**src/fdtd_gmul.sv**
```systemverilog
module fdtd_gmul #(
  parameter int VB = 32
) (
  input  logic                 clk,
  input  logic [31:0]          gain,
  input  logic signed [VB-1:0] value,
  output logic signed [VB-1:0] product
);

  localparam logic [64:0] VMAX = (65'd1 << (VB - 1)) - 65'd1;

  logic          neg0;
  logic [VB-1:0] mag0;
  logic [63:0]   m64;
  logic [31:0]   g1;
  logic [31:0]   mlo1;
  logic [31:0]   mhi1;
  logic          neg1;
  logic [63:0]   p2;
  logic [63:0]   q2;
  logic          neg2;
  logic [64:0]   r2;
  logic signed [VB-1:0] y2;

  // magnitude and sign of the operand
  always_comb begin
    neg0 = value[VB-1];
    mag0 = neg0 ? (VB'(0) - value) : value;
    m64  = 64'(mag0);
  end

  // stage 1: split magnitude into two 32-bit halves
  always_ff @(posedge clk) begin
    g1   <= gain;
    mlo1 <= m64[31:0];
    mhi1 <= m64[63:32];
    neg1 <= neg0;
  end

  // stage 2: partial products, rounding term on the low half
  always_ff @(posedge clk) begin
    p2   <= 64'(g1) * 64'(mlo1) + (64'd1 << 30);
    q2   <= 64'(g1) * 64'(mhi1);
    neg2 <= neg1;
  end

  // recombine, rescale by 2^-31 and saturate
  always_comb begin
    r2 = {q2, 1'b0} + 65'(p2 >> 31);
    if (q2[63:62] != 2'b00) begin
      y2 = neg2 ? VB'(~VMAX) : VB'(VMAX);
    end else if (neg2) begin
      y2 = (r2 > VMAX) ? VB'(~VMAX) : VB'(65'd0 - r2);
    end else begin
      y2 = (r2 > VMAX) ? VB'(VMAX) : VB'(r2);
    end
  end

  // stage 3: registered product
  always_ff @(posedge clk) begin
    product <= y2;
  end

endmodule

```
**config.mk**
```make
export PLATFORM = sky130hd
export DESIGN_NAME = fdtd_gmul
export DESIGN_NICKNAME = d
export VERILOG_FILES = /design/src/fdtd_gmul.sv
export SDC_FILE = /design/constraint.sdc
export NUM_CORES = 2
export LEC_CHECK = 0
export BUFFER_PORTS_ARGS = -buffer_cell sky130_fd_sc_hd__buf_2
export CORE_MARGIN = 1
export CORE_UTILIZATION = 47
export CTS_BUF_LIST = sky130_fd_sc_hd__clkbuf_4 sky130_fd_sc_hd__clkbuf_8 sky130_fd_sc_hd__clkbuf_16
export DETAILED_ROUTE_END_ITERATION = 8
export PLACE_DENSITY = 0.68
export REMOVE_ABC_BUFFERS = 1
export SYNTH_ARGS = -nofsm -noshare
export SYNTH_HDL_FRONTEND = slang
export SYNTH_SLANG_ARGS = --single-unit
```
**constraint.sdc**
```tcl
create_clock -name clk -period 9.85 [get_ports clk]
set_clock_uncertainty 0.1 [all_clocks]
set_input_delay 1.4775 -clock clk [delete_from_list [all_inputs] [get_ports clk]]
set_output_delay 1.4775 -clock clk [all_outputs]
set_load 0.01 [all_outputs]
```
Word level (Yosys, flattened, before mapping) --
Cells that the tools add are included.
Operators by class: $add $sub $neg 3, multiply operators 1, $lt $le $gt $ge 1, muxes and demuxes 4
Operators with widths (count):
- two-way mux 32 bit | 3
- adder 64 x 31 -> 64 bit (second input constant) | 1
- multiplier 32 x 32 -> 64 bit | 1
- subtractor 1 x 32 -> 32 bit (first input constant) | 2
- > comparator 33 x 31 -> 1 bit (second input constant) | 1
- two-way mux 31 bit | 1
Word-level totals: bits in registers 162, input port bits 65, output and inout bits 32

Logic depth before layout (Yosys ltp) --
depth after elaboration 3, depth in mapped cells 27

Least setup slack after synthesis --
Ideal clock, no wire load.
kind flip-flop to flip-flop, start point reg mlo1[3], end point reg p2[61], library setup time 118 ps, arrival 7175 ps, data required time 9632 ps, path slack 2457 ps, stages on the path, launching flop included 26, clock period less this slack 7393 ps, cells stage by stage dfxtp_1 -> clkbuf_1 -> and2_1 -> fa_1 -> fa_1 -> inv_1 -> fa_1 -> fa_1 -> inv_1 -> fa_1 -> inv_1 -> fa_1 -> inv_1 -> fa_1 -> fa_1 -> ha_1 -> nand2_1 -> o21ai_0 -> a311oi_1 -> a2111oi_0 -> o211ai_1 -> a31oi_1 -> a21oi_1 -> o31ai_1 -> a21oi_1 -> xnor2_1
On the way: longest elaborated chain between the ends 2
RTL lines:
- start, declared | line 16 | logic [31:0] mlo1;
- start signal, assigned | line 35 | mlo1 <= m64[31:0];
- multiplier 32 x 32 -> 64 bit | line 42 | p2 <= 64'(g1) * 64'(mlo1) + (64'd1 << 30);
- adder 64 x 31 -> 64 bit | line 42
- end signal, assigned | line 42
- end, declared | line 19 | logic [63:0] p2;
Every way passes these cells. A chain may end at the register's enable or synchronous reset.

Worst setup path after layout --
start point reg mlo1[8], end point reg p2[58]
Same word-level chain as after synthesis.

==> impl_metrics.py <==
metrics = {
    "status": {
        "status": "completed",
    },
    "critical_path": {
        "critPathLaunch": "mlo1[8]$_DFF_P_",
        "crit_path_top_delay_cell": "dfxtp_1",
        "path_class": "register to register",
        "cp_common_cell": "fa_1",
        "critPathBufInv": 7,
        "worst-endpoint-arrival_ps": 9220,
        "cp-end-kind": "register",
        "reg2reg_from": "mlo1[8]$_DFF_P_",
        "crit_family": "adder cells",
        "max_stage_delay_ps": 910,
        "cp_data_required_time_ps": 10130,
        "critPathLaunchType": "register",
        "cp_max_fo": 19,
    },
    "clock_tree": {
        "post_cts_buffers": 0,
        "cts_resized": 0,
        "h-tree-depth": 4,
        "cts-hold-fix-buffers": 0,
        "clock_sinks": 131,
        "cts_buffers": 17,
        "cts_tree": "yes",
        "worstSkewPairLatency_ps": 460,
        "cts_root_buffer": "clkbuf_16",
        "clkTransAtPathRegs_ps": 60,
        "cts_buffer_depth": 2,
    },
    "timing": {
        "fmax_mhz": 112,
        "setup_tns_ps": 0,
        "worst-slew-pin-transition_ps": 1290,
        "hold_viol_final": 0,
        "fin_ws_ps": 914,
        "rsz0062_at_grt": "false",
        "fin_crit_sh": 0.907,
        "setup_viol": 0,
        "drv_slew": 0,
        "relSlewSlack": 0.139,
        "min_period_ps": 8940,
    },
    "hold_path": {
        "holdCritStartpoint": "neg1$_DFF_P_",
        "hp-class": "register to register",
    },
    "synth": {
        "synthFlopType": "dfxtp_1",
        "synth.avg_cell_area_um2": 9.37,
        "synth_edf_count": 0,
        "ys_ff_latch": 131,
        "synth_adder_area_share": 0.581,
        "synth-seq-area-share": 0.0707,
        "synth-xor-area-share": 0.0154,
        "syn_area_um2": 37100,
        "synthCells": 3956,
        "ys_warn_count": 0,
        "synthSimpleGateAreaFrac": 0.181,
        "synth_compound_area_frac": 0.0399,
        "ys_types": 57,
        "synth_top_family_by_area": "adder cells",
        "synthMuxAreaShare": 0.000810,
        "async_reset_ff_frac": 0,
    },
    "global_route": {
        "grt_pass1_vias": 28300,
        "grt_pass1_wl_um": 155000,
        "antenna_found_initial": 3,
        "grt_max_degree": 64,
        "gr-total-overflow": 0,
        "track_usage": 0.257,
    },
    "floorplanning": {
        "fp.dieH_um": 283,
        "fp.dieArea_um2": 80000,
        "start_util": 0.477,
        "coreArea_um2": 77700,
        "ios": 97,
        "rows": 102,
        "die_w_um": 283,
    },
    "layout": {
        "regArea_um2": 2640,
        "fin_nets": 5196,
        "multi_input_area_um2": 30300,
        "n_fill_cell": 7157,
        "area_growth_pct": 6.11,
        "layout-drive-gt1-share": 0.0611,
    },
    "detailed_routing": {
        "drtAntennaViolNets": 0,
        "via_per_inst": 5.24,
        "first_iter_violations": 1584,
        "wl_per_cell_um": 19.5,
        "drc": 0,
        "routed_wl_um": 97800,
        "vias": 26200,
        "dr.pass1.iters": 6,
    },
    "run": {
        "maxCapViolCount": 0,
    },
    "placed_design": {
        "post-dp-hpwl_um": 80200,
        "port-buffer-count": 96,
        "pre_cts_ws_ps": 587,
        "gp_congestion": 0.915,
    },
}
[metal layers]
metal	vias up	GRT usage	wire, um
met5	-	0	13
met4	2	0.103	4170
met3	183	0.0411	6370
met2	844	0.456	49900
met1	13600	0.311	37300
li1	11600	-	-
[final timing paths]
check	slack, ps	cells past startpoint	endpoint
worst min-delay path	230	0	neg2$_DFF_P_
worst max-delay path	910	27	p2[58]$_DFF_P_
worst min register to register	230	0	neg2$_DFF_P_
worst max register to register	910	27	p2[58]$_DFF_P_
[cell usage after synthesis, types with 4 or more instances]
master    instances  area share
a211oi_1          4     0.00081
a21o_1           35      0.0071
a21oi_1          79       0.011
a31oi_1          18      0.0030
and2_1          671        0.11
and3_1            9      0.0015
clkbuf_1        214       0.022
dfxtp_1         131       0.071
fa_1            897        0.48
ha_1            287       0.097
inv_1           880       0.089
nand2_1         393       0.040
nand2b_1         11      0.0019
nand3_1          16      0.0022
nand4_1          18      0.0030
nor2_1           50      0.0051
nor2b_1          12      0.0020
nor3_1           14      0.0019
nor3b_1           7      0.0014
nor4_1            6      0.0010
o211ai_1          6      0.0012
o21a_1           10      0.0020
o21ai_0          39      0.0053
o21bai_1          5      0.0010
o22ai_1          14      0.0024
o31ai_1          10      0.0020
or3_1             7      0.0012
or4_1             7      0.0014
xnor2_1          50       0.012
xor2_1           15      0.0035
[state kept, by name, summed over array words and instances (netlist names)]
signal / count
neg2: 1
product: 32
p2: 33
g1: 32
neg1: 1
mlo1: 32
[kinds of logic after synthesis]
family / count (synthesis)
flops: 131
mux: 3
fa+ha+maj: 1184
buf+inv: 1095
xor+xnor: 65
compound gates: 237
simple gates: 1241
[final cells by class]
| cell class | instances | area share |
|---|---|---|
| Sequential cell | 131 | 0.0671 |
| Timing Repair Buffer | 187 | 0.0297 |
| Clock buffer | 20 | 0.0117 |
| Clock inverter | 12 | 0.00305 |
| Tap cell | 1040 | 0.0331 |
| Antenna cell | 2 | 0.000127 |
| Multi-Input combinational cell | 2730 | 0.771 |
| Inverter | 880 | 0.0840 |
[placed cells by master, fill, tap and decap left out, types with 12 or more instances in the layout]
master     instances
inv_1            880
nand3_1           16
o21ai_0           39
nor2b_1           12
a31oi_1           18
a21oi_1           79
clkbuf_16         17
xor2_1            15
nor2_1            50
buf_2             96
ha_1             287
buf_4             90
xnor2_1           50
nand4_1           18
and2_1           671
dfxtp_1          119
o22ai_1           14
dfxtp_2           12
nor3_1            14
fa_1             897
a21o_1            35
nand2_1          393
[stage by stage]
stage	instance area (um2)	utilization	hold slack [ps]	instances
final	39300	0.506	226	5002
after global routing	39300	0.506	240	5000
after global placement	38700	0.498	210	4967
after floorplan	36300	-	210	3741
after CTS	39300	0.506	228	4999
after detailed placement	38700	0.498	215	4967
[worst register-to-register path, cell delays in order, from the launching register on]
cell,delay (ps)
dfxtp_1,910
buf_4,350
nand2_1,110
fa_1,420
inv_1,70
fa_1,430
fa_1,520
inv_1,50
fa_1,470
inv_1,50
fa_1,510
inv_1,60
fa_1,530
inv_1,50
fa_1,510
fa_1,430
ha_1,320
a21oi_1,140
o21ai_0,110
a311oi_1,610
a2111oi_0,210
dlymetal6s2s_1,260
o211ai_1,400
a31oi_1,240
a21oi_1,380
o21bai_1,170
a221oi_1,330
xnor2_1,150
Power is left out: the tool's default activity adds up to more than one toggle a clock period on the data nets, which glitch-free logic cannot reach.
